**src/dlg_pkg.sv**
```systemverilog
package dlg_pkg;

  localparam int COORD_BITS = 6;
  localparam int ERR_BITS = COORD_BITS + 3;
  localparam int QUEUE_DEPTH = 2;

  typedef struct packed {
    logic [COORD_BITS-1:0] start_x;
    logic [COORD_BITS-1:0] start_y;
    logic [COORD_BITS-1:0] end_x;
    logic [COORD_BITS-1:0] end_y;
  } seg_in_t;

  typedef struct packed {
    logic [COORD_BITS-1:0] pixel_x;
    logic [COORD_BITS-1:0] pixel_y;
    logic                  last;
  } pix_out_t;

  // One normalized segment, as handed from the classifier to the stepper.
  typedef struct packed {
    logic                  y_major;
    logic                  step_neg;
    logic                  inclusive;
    logic [COORD_BITS-1:0] major_len;
    logic [COORD_BITS-1:0] minor_len;
    logic [COORD_BITS-1:0] major_start;
    logic [COORD_BITS-1:0] minor_start;
  } seg_cmd_t;

endpackage

```
**src/dlg_front.sv**
```systemverilog
module dlg_front (
  input  logic              in_valid,
  output logic              in_stall,
  input  dlg_pkg::seg_in_t  in_data,
  input  logic              queue_full,
  output logic              push,
  output dlg_pkg::seg_cmd_t cmd
);
  import dlg_pkg::*;

  logic signed [COORD_BITS:0] dx;
  logic signed [COORD_BITS:0] dy;
  logic [COORD_BITS:0]        ax_w;
  logic [COORD_BITS:0]        ay_w;
  logic [COORD_BITS-1:0]      ax;
  logic [COORD_BITS-1:0]      ay;
  logic                       dx_zero;
  logic                       dy_zero;
  logic                       same;
  logic                       y_major;

  always_comb begin
    dx = $signed({1'b0, in_data.end_x}) - $signed({1'b0, in_data.start_x});
    dy = $signed({1'b0, in_data.end_y}) - $signed({1'b0, in_data.start_y});
    ax_w = dx[COORD_BITS] ? (~dx + 1'b1) : dx;
    ay_w = dy[COORD_BITS] ? (~dy + 1'b1) : dy;
    ax = ax_w[COORD_BITS-1:0];
    ay = ay_w[COORD_BITS-1:0];
    dx_zero = (dx == '0);
    dy_zero = (dy == '0);
    same = !dx_zero && !dy_zero && (dx[COORD_BITS] == dy[COORD_BITS]);

    cmd = '0;
    if ((ay <= ax) && same) begin
      y_major = 1'b0;
      cmd.step_neg = 1'b0;
      cmd.inclusive = 1'b0;
    end else if ((ay > ax) && (same || dx_zero)) begin
      y_major = 1'b1;
      cmd.step_neg = 1'b0;
      cmd.inclusive = 1'b1;
    end else if (ay >= ax) begin
      y_major = 1'b1;
      cmd.step_neg = 1'b1;
      cmd.inclusive = 1'b0;
    end else begin
      y_major = 1'b0;
      cmd.step_neg = 1'b1;
      cmd.inclusive = 1'b1;
    end
    cmd.y_major = y_major;

    if (y_major) begin
      cmd.major_len = ay;
      cmd.minor_len = ax;
      if (in_data.start_y < in_data.end_y) begin
        cmd.major_start = in_data.start_y;
        cmd.minor_start = in_data.start_x;
      end else begin
        cmd.major_start = in_data.end_y;
        cmd.minor_start = in_data.end_x;
      end
    end else begin
      cmd.major_len = ax;
      cmd.minor_len = ay;
      if (in_data.start_x < in_data.end_x) begin
        cmd.major_start = in_data.start_x;
        cmd.minor_start = in_data.start_y;
      end else begin
        cmd.major_start = in_data.end_x;
        cmd.minor_start = in_data.end_y;
      end
    end
  end

  assign in_stall = queue_full;
  assign push = in_valid && !queue_full;

endmodule

```
**src/dlg_queue.sv**
```systemverilog
module dlg_queue (
  input  logic              clk,
  input  logic              rst_n,
  input  logic              push,
  input  dlg_pkg::seg_cmd_t push_data,
  input  logic              pop,
  output dlg_pkg::seg_cmd_t pop_data,
  output logic              full,
  output logic              empty
);
  import dlg_pkg::*;

  localparam int PtrBits = $clog2(QUEUE_DEPTH);

  seg_cmd_t             slot_r [QUEUE_DEPTH];
  logic [PtrBits-1:0]   wr_ptr_r;
  logic [PtrBits-1:0]   wr_ptr_nxt;
  logic [PtrBits-1:0]   rd_ptr_r;
  logic [PtrBits-1:0]   rd_ptr_nxt;
  logic [PtrBits:0]     count_r;
  logic [PtrBits:0]     count_nxt;
  logic                 do_push;
  logic                 do_pop;

  assign full = (count_r == (PtrBits+1)'(QUEUE_DEPTH));
  assign empty = (count_r == '0);
  assign do_push = push && !full;
  assign do_pop = pop && !empty;
  assign pop_data = slot_r[rd_ptr_r];

  always_comb begin
    wr_ptr_nxt = wr_ptr_r;
    rd_ptr_nxt = rd_ptr_r;
    count_nxt = count_r;
    if (do_push) begin
      wr_ptr_nxt = (wr_ptr_r == PtrBits'(QUEUE_DEPTH - 1)) ? '0 : wr_ptr_r + 1'b1;
    end
    if (do_pop) begin
      rd_ptr_nxt = (rd_ptr_r == PtrBits'(QUEUE_DEPTH - 1)) ? '0 : rd_ptr_r + 1'b1;
    end
    if (do_push && !do_pop) begin
      count_nxt = count_r + 1'b1;
    end else if (do_pop && !do_push) begin
      count_nxt = count_r - 1'b1;
    end
  end

  always_ff @(posedge clk) begin
    if (!rst_n) begin
      wr_ptr_r <= '0;
      rd_ptr_r <= '0;
      count_r <= '0;
    end else begin
      wr_ptr_r <= wr_ptr_nxt;
      rd_ptr_r <= rd_ptr_nxt;
      count_r <= count_nxt;
    end
  end

  always_ff @(posedge clk) begin
    if (do_push) begin
      slot_r[wr_ptr_r] <= push_data;
    end
  end

endmodule

```
**src/dlg_back.sv**
```systemverilog
module dlg_back (
  input  logic               clk,
  input  logic               rst_n,
  input  logic               queue_empty,
  input  dlg_pkg::seg_cmd_t  cmd,
  output logic               pop,
  output logic               out_valid,
  input  logic               out_stall,
  output dlg_pkg::pix_out_t  out_data
);
  import dlg_pkg::*;

  logic                        busy_r;
  logic                        busy_nxt;
  logic [COORD_BITS-1:0]       remain_r;
  logic [COORD_BITS-1:0]       remain_nxt;
  logic [COORD_BITS-1:0]       major_r;
  logic [COORD_BITS-1:0]       major_nxt;
  logic [COORD_BITS-1:0]       minor_r;
  logic [COORD_BITS-1:0]       minor_nxt;
  logic signed [ERR_BITS-1:0]  err_r;
  logic signed [ERR_BITS-1:0]  err_nxt;
  logic signed [ERR_BITS-1:0]  inc_step_r;
  logic signed [ERR_BITS-1:0]  inc_step_nxt;
  logic signed [ERR_BITS-1:0]  inc_flat_r;
  logic signed [ERR_BITS-1:0]  inc_flat_nxt;
  logic                        y_major_r;
  logic                        y_major_nxt;
  logic                        step_neg_r;
  logic                        step_neg_nxt;
  logic                        inclusive_r;
  logic                        inclusive_nxt;
  logic                        out_valid_r;
  logic                        out_valid_nxt;
  pix_out_t                    out_data_r;
  pix_out_t                    out_data_nxt;
  logic                        fire;
  logic                        step_minor;
  logic signed [ERR_BITS-1:0]  minor2;
  logic signed [ERR_BITS-1:0]  major2;

  assign fire = busy_r && (!out_valid_r || !out_stall);
  assign pop = !busy_r && !queue_empty;
  assign step_minor = inclusive_r ? !err_r[ERR_BITS-1]
                                  : (!err_r[ERR_BITS-1] && (err_r != '0));

  always_comb begin
    minor2 = $signed({2'b00, cmd.minor_len, 1'b0});
    major2 = $signed({2'b00, cmd.major_len, 1'b0});

    busy_nxt = busy_r;
    remain_nxt = remain_r;
    major_nxt = major_r;
    minor_nxt = minor_r;
    err_nxt = err_r;
    inc_step_nxt = inc_step_r;
    inc_flat_nxt = inc_flat_r;
    y_major_nxt = y_major_r;
    step_neg_nxt = step_neg_r;
    inclusive_nxt = inclusive_r;
    out_valid_nxt = out_valid_r;
    out_data_nxt = out_data_r;

    if (out_valid_r && !out_stall) begin
      out_valid_nxt = 1'b0;
    end

    if (pop) begin
      busy_nxt = 1'b1;
      remain_nxt = cmd.major_len;
      major_nxt = cmd.major_start;
      minor_nxt = cmd.minor_start;
      err_nxt = minor2 - $signed({3'b000, cmd.major_len});
      inc_step_nxt = minor2 - major2;
      inc_flat_nxt = minor2;
      y_major_nxt = cmd.y_major;
      step_neg_nxt = cmd.step_neg;
      inclusive_nxt = cmd.inclusive;
    end else if (fire) begin
      out_valid_nxt = 1'b1;
      out_data_nxt.pixel_x = y_major_r ? minor_r : major_r;
      out_data_nxt.pixel_y = y_major_r ? major_r : minor_r;
      out_data_nxt.last = (remain_r == '0);
      if (step_minor) begin
        minor_nxt = step_neg_r ? minor_r - 1'b1 : minor_r + 1'b1;
        err_nxt = err_r + inc_step_r;
      end else begin
        err_nxt = err_r + inc_flat_r;
      end
      major_nxt = major_r + 1'b1;
      remain_nxt = remain_r - 1'b1;
      if (remain_r == '0) begin
        busy_nxt = 1'b0;
      end
    end
  end

  always_ff @(posedge clk) begin
    if (!rst_n) begin
      busy_r <= 1'b0;
      out_valid_r <= 1'b0;
    end else begin
      busy_r <= busy_nxt;
      out_valid_r <= out_valid_nxt;
    end
  end

  always_ff @(posedge clk) begin
    remain_r <= remain_nxt;
    major_r <= major_nxt;
    minor_r <= minor_nxt;
    err_r <= err_nxt;
    inc_step_r <= inc_step_nxt;
    inc_flat_r <= inc_flat_nxt;
    y_major_r <= y_major_nxt;
    step_neg_r <= step_neg_nxt;
    inclusive_r <= inclusive_nxt;
    out_data_r <= out_data_nxt;
  end

  assign out_valid = out_valid_r;
  assign out_data = out_data_r;

endmodule

```
**src/digital_line_2d_generator.sv**
```systemverilog
// Line rasterizer: one input transaction carries two endpoints, and the block
// returns every pixel of the digital segment between them, one pixel per
// output transaction, with last set on the final pixel of the segment.
// Both channels use valid and stall; a transaction completes on a clock edge
// where valid is high and stall is low.
// A classifier works out the octant, extents and start point of each segment
// as it is taken and writes it into a two-entry queue. A stepper pulls one
// segment at a time from the queue and walks the decision variable, one pixel
// per cycle while the output is not stalled, into an output register.
// Each segment passes through the queue slot and the stepper registers before
// its first pixel reaches the output register. A segment whose major extent
// is n gives n + 1 pixels, so up to 64 pixels per segment.
// Inputs are taken while the queue has room, so up to two segments can wait
// behind the one being drawn.
// A stalled output holds its pixel and freezes the stepper; the queue then
// fills and in_stall rises. Reset empties the queue, drops any segment in
// progress and clears out_valid; no state is kept between segments.
module digital_line_2d_generator (
  input  logic              clk,
  input  logic              rst_n,
  input  logic              in_valid,
  output logic              in_stall,
  input  dlg_pkg::seg_in_t  in_data,
  output logic              out_valid,
  input  logic              out_stall,
  output dlg_pkg::pix_out_t out_data
);
  import dlg_pkg::*;

  seg_cmd_t push_cmd;
  seg_cmd_t pop_cmd;
  logic     push;
  logic     pop;
  logic     queue_full;
  logic     queue_empty;

  dlg_front u_front (
    .in_valid   (in_valid),
    .in_stall   (in_stall),
    .in_data    (in_data),
    .queue_full (queue_full),
    .push       (push),
    .cmd        (push_cmd)
  );

  dlg_queue u_queue (
    .clk       (clk),
    .rst_n     (rst_n),
    .push      (push),
    .push_data (push_cmd),
    .pop       (pop),
    .pop_data  (pop_cmd),
    .full      (queue_full),
    .empty     (queue_empty)
  );

  dlg_back u_back (
    .clk         (clk),
    .rst_n       (rst_n),
    .queue_empty (queue_empty),
    .cmd         (pop_cmd),
    .pop         (pop),
    .out_valid   (out_valid),
    .out_stall   (out_stall),
    .out_data    (out_data)
  );

endmodule
```
**config.mk**
```make
export PLATFORM = sky130hd
export DESIGN_NAME = digital_line_2d_generator
export DESIGN_NICKNAME = d
export VERILOG_FILES = /design/src/dlg_pkg.sv /design/src/dlg_front.sv /design/src/dlg_queue.sv /design/src/dlg_back.sv /design/src/digital_line_2d_generator.sv
export SDC_FILE = /design/constraint.sdc
export NUM_CORES = 1
export LEC_CHECK = 0
export BUFFER_PORTS_ARGS = -buffer_cell sky130_fd_sc_hd__buf_2
export CAP_MARGIN = 20
export CORE_MARGIN = 2
export CORE_UTILIZATION = 65
export DETAILED_ROUTE_END_ITERATION = 8
export HOLD_SLACK_MARGIN = 0.05
export MAX_ROUTING_LAYER = met4
export PLACE_DENSITY = 0.89
export SETUP_SLACK_MARGIN = 0.15
export SYNTH_ARGS = -nofsm -noshare
export SYNTH_HDL_FRONTEND = slang
export SYNTH_HIERARCHICAL = 1
export SYNTH_SLANG_ARGS = --single-unit
export TNS_END_PERCENT = 10
```
**constraint.sdc**
```tcl
create_clock -name clk -period 6.98 [get_ports clk]
set_input_delay 1.396 -clock clk [delete_from_list [all_inputs] [get_ports clk]]
set_output_delay 1.396 -clock clk [all_outputs]
set_load 0.05 [all_outputs]
```
# After elaboration in Yosys (flattened, before gate mapping)
# Memory sizes are Yosys's and may differ from the RTL's. A register that Yosys moved wholly into a read port is not among the register bits.
# Index checks and enable logic that the tools add are counted.
# Widths: inputs -> output; s select.
[word_totals] ramBits=54 mem_bits_ro=0 in_bits=28 n_memories=1 latchBits=0 reg_bits=64
[op_classes] bitwise=3 shifts=0 n_addsub=16 magnitude_cmp=5 n_eq_ne=2 n_mul=0 reduce_logical=37 muxes=39 n_div=0
[memory_table] name="u_queue.slot_r" depth=2 word_bits=27 rd=1 rd_ports_with_merged_regs=1 write_ports=1 line="dlg_queue.sv:15" rtl="seg_cmd_t slot_r [QUEUE_DEPTH];"
[ops] op="$mux 6" n=12
[ops] op="$mux 9" n=3
[ops] op="$add 6x1->6 const B" n=4
[ops] op="$mux 12" n=2
[ops] op="$mux 24" n=1
[ops] op="$mux 1" n=17
[ops] op="$logic_not 7->1" n=2
[ops] op="$sub 6x6->7" n=2
[ops] op="$logic_and 1x1->1" n=13
[ops] op="$lt 6x6->1" n=2
[ops] op="$not 6->6" n=2
[ops] op="$sub 6x1->6 const B" n=2
[ops] op="$logic_not 1->1" n=10
[ops] op="$add 9x8->9" n=1
[ops] op="$add 9x9->9" n=1
[ops] op="$reduce_bool 9->1" n=1
[ops] op="$mux 2" n=4
[ops] op="$reduce_bool 2->1" n=4
[ops] op="$sub 7x6->8" n=1
[ops] op="$sub 7x7->8" n=1
[ops] op="$ge 6x6->1" n=1
[ops] op="$gt 6x6->1" n=1
[ops] op="$le 6x6->1" n=1
[ops] op="$logic_not 6->1" n=1
[ops] op="9 further kinds" n=13

# Logic depth before layout (Yosys ltp)
# Gate-level depths: netlist (run 1).
[depth] depth_word=10 depth_mapped=19 mapped_depth_nobuf=18

# Cells and area by module
# Netlist (run 1), hierarchy kept.
[modules_own_cells] module="dlg_back" area_per_inst_um2=3326.9 cells_per_inst=288 n_inst=1
[modules_own_cells] module="dlg_queue" area_per_inst_um2=2179.6 cells_per_inst=109 n_inst=1
[modules_own_cells] module="dlg_front" area_per_inst_um2=1536.5 cells_per_inst=197 n_inst=1

# Worst setup path before layout (run 1)
# No wires, ideal clock.
[synth_timing] path_kind="input-to-reg" start="input port in_data[0] (netlist name)" end="memory u_queue/slot_r[0][13] (netlist name) (data pin)" slack_ns=2.093 required_time_ns=6.704 t_arrival_ns=4.611 path_stages=19 n_path_buf=1 setup_ns=0.276 cell_sequence="inv_1 > ha_1 > fa_1 > nand2b_1 > a21oi_1 > xor2_1 > nor2_1 > a41oi_1 > xor2_1 > inv_1 > ha_1 > nand3_1 > a21oi_1 > a211oi_1 > nor2_1 > nor3_2 > a21oi_4 > buf_12 > mux2i_1"
[synth_rtl] element="start, declared" line="digital_line_2d_generator.sv:23" rtl="input dlg_pkg::seg_in_t in_data,"
[synth_rtl] element="end, declared" line="dlg_queue.sv:15"

==> metrics.txt, run 1 <==
R2R Setup Slk 3450 ps; YS warnings 6; worst-case reg-to-reg path depth 11; met3 Resource Use GR 5.91%; cell taking the most area after synthesis edfxtp_1; flops & latches, synth 117; DIE AREA 11700 um^2; Mapped Nets 676; status finished, final reports clean; vias 4810; Hold Fails Final Rpt 0; Finished Layout Cells between 700 and 800; hold_sp u_back/out_valid; Setup Crit Path Kind in -> reg; VDD IR-drop max 291 uV; Site Rows 38; initial antenna violation count 0; GRT Residual Overflow 0; gr busiest metal met2; WL/cell between 15 and 20 um; share of total power in the clock network between 10% and 20%; Leak Pwr between 3 and 4 nW; FF+latch area 3440 um^2; Final Wtd Congestion approximately 0.93; final setup fails 0; antenna-violating nets left 0; power density over the cells 573 nW/um^2; first-pass GRT wire length 23.7 mm; area grow syn2layout 12.8%; synth top area cells edfxtp_1 (47%), ha_1 (8.5%), mux2i_1 (7.0%); met1 GRT Util 33.2%; Synth Area in XOR/XNOR around 5.5%; Post-Place Cells ~770; multiplexer share of the synthesized area 13.8%; Total GRT Usage 27.6%; most frequent cells in the layout edfxtp_1 (110), mux2i_1 (49), ha_1 (48); share of the synthesized area in the top cell type 46.9%; post-synthesis cell area 7040 um^2; hpwl dp 10.0 mm; CP endpoint kind register; Crit path max-delay family compound AO/OA/AOI/OAI gates; Max clock buf depth 2; critical path startpoint category primary input; slowest CP cell a21oi_4; hold-fix buffers at CTS 0; DRT iter0 DRCs about 350; Resized Gates After CTS 0; largest family of logic cells by synthesized area multiplexers; H-Tree Depth 4; Post-synth ARST share 0%; DRC viols 0; num ports 43; met2 Use GR 45.8%; n_diodes 0; Synth Flop Type edfxtp_1; Fin Clk Skew 8.98 ps; CP cell instances buf_2 -> inv_1 -> ha_1 -> fa_1 -> nand2b_1 -> a21oi_1 -> xor2_1 -> nor2_1 -> a41oi_1 -> xor2_1 -> inv_1 -> ha_1 -> nand3_1 -> a21oi_1 -> a211oi_1 -> nor2_1 -> nor3_2 -> a21oi_4 -> mux2i_1; Final period util 78.5%; fraction of the mapped netlist area in simple logic gates ~8.6%; max cap viols 0; router iterations before antenna repair 4; clock buffer count from CTS 17; fin crit period 5480 ps; Switching Share 39.5%; Die Ht 108 um; Worst R2R End u_back/err_r[7]; IO buf count between 40 and 50; Root Buffer clkbuf_8; worst-skew pair later-pin latency 520 ps; reg-to-reg startpoint u_back/err_r[2]; Seq/Total Area, Yosys approximately 50%; synth unique cells 54; Slew Viols, Final 0; Post-synth EDFFs 110; fraction of final layout cells sized beyond drive strength 1 20.1%; Rel. slew slack 28.2%; Mapped Cells 594; Req. time, crit path 7180 ps; RSZ-0062 raised after global routing false; die width 108 um; combinational power share 49.6%; Internal Pwr Total ~2.8 mW; Final Core Density approximately 74%; CP bufs+invs 3; Avg Inst Size Synth between 10 and 15 um^2; Clock Sinks between 100 and 150; Synth Area in Adders 10.2%; commonest non-fill, non-tap cell in the layout edfxtp_1; area taken by multi-input logic gates 3330 um^2; CTS tree done; Synth Area in Compound Gates 9.02%; Reg power frac 32.4%; Hold EP u_back/out_valid; Worst EP arrival 5680 ps; total power ~4.6 mW; TNS Setup 0 ps; switching power around 1.8 mW; hold depth 2; core outline area about 11000 um^2; vias per std cell 6.04; Total Routed Length 14.7 mm; Initial Utilization ~66%; largest net degree at the start of global routing 51; Setup Fix Bufs, Post-CTS 0; Worst Path Max Fanout 26; critical path's largest stage delay around 860 ps; nets 727; clock-pin slew on the worst setup and hold paths 60 ps; final-layout fill cell count approximately 670; number of global-route vias before repair 4843; Hold Crit Class reg -> reg; Max Clock Freq 183 MHz; worst-margin pin slew about 1100 ps
==> registers in the layout, summed over array words and instances, names as in the netlist, 2 cells and up, named ones only <==
register	cells
u_queue/slot_r	54
u_back/out_data	13
u_back/err_r	9
u_back/inc_step_r	7
u_back/inc_flat_r	6
u_back/major_r	6
u_back/minor_r	6
u_back/remain_r	6
u_queue/count_r	2
==> routing by layer <==
metal  part of all wire [%]  up-vias
met1                     40     2306
met5                      0        -
met3                    6.5       33
met2                     51      212
met4                    2.6        0
li1                       -     2259
==> power by group through the flow <==
stage                     clock [mW]  combinational (mW)  sequential, mW
after floorplan                    0                1.66            1.53
after global placement             0                2.01            1.47
after detailed placement           0                2.13            1.49
after CTS                      0.828                2.20            1.49
after global routing           0.856                2.47            1.50
final                          0.820                2.26            1.48
==> area by class of cell <==
type	count	area share (%)
well taps	140	2.20
repair buffers	48	3.46
multi-input cells	417	41.9
clock inverters	13	1.76
inverters	44	2.08
clock buffers	18	5.26
flip-flops and latches	117	43.3
==> cell usage after synthesis, drive strengths merged, types with 2 or more instances <==
cell type,number
a31oi,7
nand2,33
a211oi,2
o21bai,2
nor3,4
nand4,3
o21a,3
mux2i,49
inv,44
xor2,22
nor2,39
nor2b,8
buf,8
o211ai,2
ha,48
nand2b,8
and3,3
nand3,9
a31o,3
clkbuf,8
a41oi,2
xnor2,22
dfxtp,7
a21oi,33
mux2,43
a21o,11
or3,4
or2,4
and2,6
fa,6
edfxtp,110
a21boi,3
o22ai,2
o21ai,30
==> worst max-delay path by stage <==
stage / from / endpoint / slack (ps) / cells after the start
6_report: in_data[0] / u_queue/slot_r[0][2] / 1500 / 19
5_1_grt: in_data[0] / u_queue/slot_r[1][9] / 1300 / 19
4_1_cts: in_data[0] / u_queue/slot_r[1][11] / 1650 / 19
3_5_place_dp: in_data[0] / u_queue/slot_r[0][11] / 1110 / 19
3_3_place_gp: in_data[0] / u_queue/slot_r[0][17] / 1430 / 19
2_1_floorplan: in_data[0] / u_queue/slot_r[0][13] / 2090 / 19
==> cells by family after synthesis <==
| logic type | after synthesis |
|---|---|
| AO/OA/AOI/OAI | 103 |
| XOR/XNOR | 44 |
| adder cells (fa/ha/maj) | 54 |
| buffers and inverters | 60 |
| flip-flops | 117 |
| multiplexers | 92 |
| AND/OR/NAND/NOR | 124 |
==> tightest hold or removal path: stages, from the launching register on <==
cell and delay (ps):
dfxtp_1 340, a21oi_1 70, nor2b_1 90
==> metrics by stage <==
step | instance area [um^2] | setup slack (ps) | hold WS (ps)
after floorplan | 7040 | 2090 | 483
after global placement | 7360 | 1430 | 499
after detailed placement | 7360 | 1110 | 525
after CTS | 7920 | 1650 | 540
after global routing | 7950 | 1300 | 569
final | 7950 | 1500 | 533
Note: power is estimated with default switching activity, not from simulation.
==> inputs of run 2 (changes only) <==
--- a/config.mk
+++ b/config.mk
@@ -8,11 +8,11 @@
 export BUFFER_PORTS_ARGS = -buffer_cell sky130_fd_sc_hd__buf_2
 export CAP_MARGIN = 20
 export CORE_MARGIN = 2
-export CORE_UTILIZATION = 65
+export CORE_UTILIZATION = 56
 export DETAILED_ROUTE_END_ITERATION = 8
 export HOLD_SLACK_MARGIN = 0.05
 export MAX_ROUTING_LAYER = met4
-export PLACE_DENSITY = 0.89
+export PLACE_DENSITY = 0.82
 export SETUP_SLACK_MARGIN = 0.15
 export SYNTH_ARGS = -nofsm -noshare
 export SYNTH_HDL_FRONTEND = slang
==> constraint.sdc (replaced) <==
create_clock -name clk -period 4.9 [get_ports clk]
set_input_delay 0.98 -clock clk [delete_from_list [all_inputs] [get_ports clk]]
set_output_delay 0.98 -clock clk [all_outputs]
set_load 0.05 [all_outputs]
==> run 2 against run 1 <==
Non-clock buffer count up 11; power up 40%; via count down 1.2%; sequential cell count unchanged; setup slack worse by 1200 ps; clock power up 29%; critical path type unchanged; critical endpoint is now u_queue/slot_r[1][19]; highest routed layer unchanged.
==> metrics.txt, run 2 (synthesis results as in run 1) <==
area grow syn2layout 14.1%; Hold Fails Final Rpt 0; H-Tree Depth 4; Hold WS 535 ps; RSZ-0062 raised after global routing true; fin crit period 4600 ps; worst-margin pin slew 886 ps; Worst Path Max Fanout 6; Switching Share 39.1%; Non-Filler Cell Area, Final roughly 8000 um^2; Total GRT Usage a little under a quarter; nets 740; Setup Crit Path Kind in -> reg; n_diodes 0; first-pass GRT wire length 23.0 mm; antenna-violating nets left 0; Initial Utilization a little under 60%; worst slack, placed -385 ps; Total Routed Length 14.1 mm; num ports 43; IO buf count 42; met3 Resource Use GR 5.66%; number of global-route vias before repair 4835; commonest non-fill, non-tap cell in the layout edfxtp_1; vias approximately 4800; worst-skew pair later-pin latency 410 ps; switching power 2.50 mW; combinational power share roughly 50%; Finished Layout Cells 836; final-layout fill cell count between 800 and 900; slowest CP cell a21oi_2; fraction of final layout cells sized beyond drive strength 1 approximately a fifth; status finished, final reports clean; reg-to-reg startpoint u_back/err_r[2]; Final period util 93.9%; core outline area around 12000 um^2; final setup fails 0; Top reg by flops u_queue/slot_r; CP cell instances buf_2 -> inv_1 -> ha_1 -> fa_1 -> nand2b_1 -> a21oi_1 -> xor2_1 -> nor2_1 -> a41oi_1 -> xor2_1 -> inv_1 -> ha_1 -> nand3_1 -> a21oi_1 -> a211oi_1 -> nor2_1 -> nor3_4 -> a21oi_2 -> mux2i_1; critical path's largest stage delay about 520 ps; crit path launch in_data[0]; Rel. slew slack 40.6%; Root Buffer clkbuf_16; largest net degree at the start of global routing 30; DRC viols 0; Site Rows 40; most frequent cells in the layout edfxtp_1 (110), mux2i_1 (49), ha_1 (48); clock-pin slew on the worst setup and hold paths approximately 50 ps; router iterations before antenna repair 5; Clock Sinks 117; max reg flops 54; Worst EP arrival 4830 ps; Fin Clk Skew roughly 5.2 ps; power density over the cells ~790 nW/um^2; DRT iter0 DRCs 340; critical path startpoint category primary input; CTS tree done; share of total power in the clock network 16.5%; Hold Crit Class reg -> reg; Die Ht roughly 120 um; hold_sp u_back/busy_r; VDD IR-drop max about 370 uV; hold-fix buffers at CTS 0; CP endpoint kind register; die width between 100 and 150 um; Post-Place Cells 804; worst setup margin roughly 300 ps; Leak Pwr 3.33 nW; Req. time, crit path 5130 ps; Internal Pwr Total 3.89 mW; max cap viols 0; Final Wtd Congestion 0.897; placement-stage cell area 7480 um^2; Max Clock Freq 217 MHz; met2 Use GR 36.9%; DIE AREA 13500 um^2; hpwl dp 10.1 mm; Slew Viols, Final 0; GRT Residual Overflow 0; met1 GRT Util 28.5%; gr busiest metal met2; vias per std cell approximately 5.7; initial antenna violation count 0; Reg power frac roughly a third; WL/cell between 15 and 20 um; Max clock buf depth 2; clock buffer count from CTS 17
run 2: changes by cell type in the layout (fill, tap and decap cells not counted), moves of 2 or more:
cell and delta:
buf_4 +11, clkinv_1 +2, bufinv_16 -2, clkinvlp_4 -2
a21oi_2 +2
run 2: repair_timing:
item                       4_1_cts  5_1_grt
setup endpoints to repair       48       50
pin swaps                        1        1
buffers inserted                 0        1
resized for setup                0        3
cloned                           1        1
run 2: critical path: cells and delay by family:
kind	cells	cell delay [ps]
compound gates	5	1170
xor+xnor	2	470
fa+ha+maj	3	900
buf+inv	3	190
mux	1	320
simple gates	5	800
run 2: layout make-up:
type	count	area (um^2)	share of cell area (%)
flip-flops and latches	117	3440	42.9
multi-input cells	419	3370	41.9
clock buffers	19	433	5.39
repair buffers	59	350	4.36
well taps	168	210	2.62
inverters	44	165	2.06
clock inverters	10	67.6	0.841
run 2: path summary, 6_finish.rpt:
check / to / slack (ps) / cells after the start
setup / recovery: u_queue/slot_r[1][19] / 300 / 19
hold / removal: u_back/out_valid / 530 / 2
setup reg to reg: u_back/err_r[7] / 1380 / 11
hold reg to reg: u_back/out_valid / 530 / 2
run 2: power groups by stage:
stage / clock, mW / sequential (mW) / combinational, mW
2_1_floorplan: 0 / 2.18 / 2.37
3_3_place_gp: 0 / 2.07 / 2.96
3_5_place_dp: 0 / 2.09 / 3.12
4_1_cts: 1.07 / 2.08 / 3.17
5_1_grt: 1.12 / 2.12 / 3.60
6_report: 1.06 / 2.07 / 3.25
run 2: stage by stage:
stage | TNS [ps] | total power [mW] | utilization, %
6_report | 0 | 6.38 | 66.1
5_1_grt | 0 | 6.84 | 66.1
4_1_cts | 0 | 6.31 | 65.7
3_5_place_dp | -16750 | 5.21 | 61.5
3_3_place_gp | -7230 | 5.03 | 61.5
2_1_floorplan | 0 | 4.55 | -
run 2: routing by layer:
metal / routed length, um / part of all wire [%]
met5: 0 / 0
met4: 303 / 2.2
met3: 599 / 4.3
met2: 7020 / 50
met1: 6150 / 44
==> inputs of run 3 (changes only) <==
--- a/config.mk
+++ b/config.mk
@@ -7,12 +7,13 @@
 export LEC_CHECK = 0
 export BUFFER_PORTS_ARGS = -buffer_cell sky130_fd_sc_hd__buf_2
 export CAP_MARGIN = 20
+export CORE_ASPECT_RATIO = 1.75
 export CORE_MARGIN = 2
-export CORE_UTILIZATION = 56
+export CORE_UTILIZATION = 60
 export DETAILED_ROUTE_END_ITERATION = 8
 export HOLD_SLACK_MARGIN = 0.05
 export MAX_ROUTING_LAYER = met4
-export PLACE_DENSITY = 0.82
+export PLACE_DENSITY = 0.84
 export SETUP_SLACK_MARGIN = 0.15
 export SYNTH_ARGS = -nofsm -noshare
 export SYNTH_HDL_FRONTEND = slang
==> constraint.sdc (replaced) <==
create_clock -name clk -period 4.5 [get_ports clk]
set_input_delay 0.9 -clock clk [delete_from_list [all_inputs] [get_ports clk]]
set_output_delay 0.9 -clock clk [all_outputs]
set_load 0.05 [all_outputs]
==> run 3 against run 2 <==
Setup slack got worse by 130 ps; combinational power rose by 18%; non-clock buffer count up 35; clock power grew 40%; critical path depth increased by 1; sequential cell count stayed put; routed wire length grew 17%; die area fell by 6.2%; largest cell class unchanged; clock skew rose by 6.0 ps; via count increased by 5.1%; highest routed layer unchanged; sequential power grew 11%.
==> metrics.txt, run 3 (synthesis results as in run 1) <==
antenna-violating nets left 0; fraction of final layout cells sized beyond drive strength 1 26.3%; Die Ht roughly 150 um; vias per std cell 5.95; Root Buffer clkbuf_16; fin crit period 4330 ps; max cap viols 0; Total GRT Usage approximately 28%; nets between 700 and 800; RSZ-0062 raised after global routing true; die width roughly 86 um; metal2 WL 9.25 mm; router iterations before antenna repair 7; VDD IR-drop max approximately 430 uV; largest net degree at the start of global routing 32; first-pass GRT wire length between 20 and 30 mm; clock-pin slew on the worst setup and hold paths 50 ps; Finished Layout Cells 839; Critical Path End u_queue/slot_r[1][12]; worst-skew pair later-pin latency around 400 ps; R2R Setup Slk 1210 ps; hpwl dp 11.1 mm; final-layout fill cell count 731; TNS Setup 0 ps; WL/cell 19.6 um; max reg flops 54; core outline area 11500 um^2; reg-to-reg startpoint u_back/err_r[3]; crit path launch in_data[0]; Max clock buf depth 2; Max Clock Freq 231 MHz; Final Wtd Congestion 0.945; initial antenna violation count 0; Top reg by flops u_queue/slot_r; Post-Place Cells 802; Leak Pwr 3.57 nW; M1 WL 5.80 mm; hold depth 2; CP endpoint kind register; DRT iter0 DRCs 285; final setup fails 0; worst-margin pin slew 758 ps; DRC viols 0; Final period util a little over nine tenths; vias 4995; Req. time, crit path 4710 ps; max layer used met4; Initial Utilization slightly above 60%; Worst Path Max Fanout 5; Final Core Density 73.3%; number of global-route vias before repair 5270; area grow syn2layout 19.8%; n_diodes 0; status finished, final reports clean; commonest non-fill, non-tap cell in the layout edfxtp_1; clock buffer count from CTS 17; Worst EP arrival about 4500 ps; critical path startpoint category primary input; Total Routed Length 16.5 mm; H-Tree Depth 4; IO buf count 42; Worst R2R End u_back/err_r[7]; power density over the cells 901 nW/um^2; Fin Clk Skew approximately 11 ps; Site Rows 52; worst-case reg-to-reg path depth 11; Hold Fails Final Rpt 0; Clock Sinks approximately 120; Detail Route met3 WL roughly 480 um; num ports 43; Slew Viols, Final 0; DIE AREA 12700 um^2; hold-fix buffers at CTS 0; CTS tree done; Setup Crit Path Kind in -> reg; Hold Crit Class reg -> reg; Rel. slew slack 49.5%; GRT Residual Overflow 0; most frequent cells in the layout edfxtp_1 (110), buf_4 (49), ha_1 (48)
## run 3: layer usage
| layer | track usage (%) | vias up |
|---|---|---|
| li1 | - | 2364 |
| met1 | 26.2 | 2424 |
| met2 | 50.4 | 144 |
| met3 | 4.21 | 63 |
| met4 | 16.8 | 0 |
| met5 | - | - |
## run 3: layout make-up
type	count	area (um^2)	area share [%]
Clock buffer	19	433	5.13
Tap cell	135	169	2.00
Sequential cell	117	3440	40.8
Clock inverter	12	209	2.48
Inverter	44	165	1.96
Timing Repair Buffer	94	646	7.65
Multi-Input combinational cell	418	3380	40.0
## run 3: repair_timing
action	in CTS	in global routing
endpoints found under the hold margin	0	0
gates cloned	1	0
setup buffers	3	2
gates resized for setup	1	6
endpoints found under the setup margin	50	50
## run 3: worst min path at each step
stage	from	to	slack, ps
6_report	u_back/busy_r	u_back/out_valid	530
2_1_floorplan	u_queue/count_r[1]	u_queue/count_r[1]	480
4_1_cts	u_back/busy_r	u_back/out_valid	530
3_3_place_gp	u_queue/count_r[1]	u_queue/count_r[1]	490
3_5_place_dp	u_back/busy_r	u_back/out_valid	520
5_1_grt	u_back/busy_r	u_back/out_valid	570
## run 3: report_power, final
group	total [mW]	leakage, nW	internal [mW]	switching (mW)
Sequential	2.29	1.09	2.04	0.252
Clock	1.48	0.309	1.03	0.456
Combinational	3.83	2.17	1.62	2.21
Total	7.60	3.57	4.68	2.92
## run 3: stage by stage
stage	hold slack (ps)	area [um^2]	worst slack, ps	total power, mW
2_1_floorplan	483	7050	187	4.96
3_3_place_gp	492	7670	-369	5.54
3_5_place_dp	521	7700	-631	5.77
4_1_cts	528	8390	106	7.48
5_1_grt	567	8440	2.30	8.03
6_report	530	8440	171	7.60
## run 3: worst max-delay path, stage by stage
cell      delay [ps]
buf_2            100
inv_1             50
ha_1             240
fa_1             400
nand2b_1         180
a21oi_1          180
xor2_1           210
nor2_1            70
a41oi_1          200
xor2_1           210
inv_1             70
ha_1             300
nand3_1           90
a21oi_1          150
a211oi_2          80
nor2_2           230
a21oi_2          110
a21oi_4          200
buf_4            210
mux2i_2          340
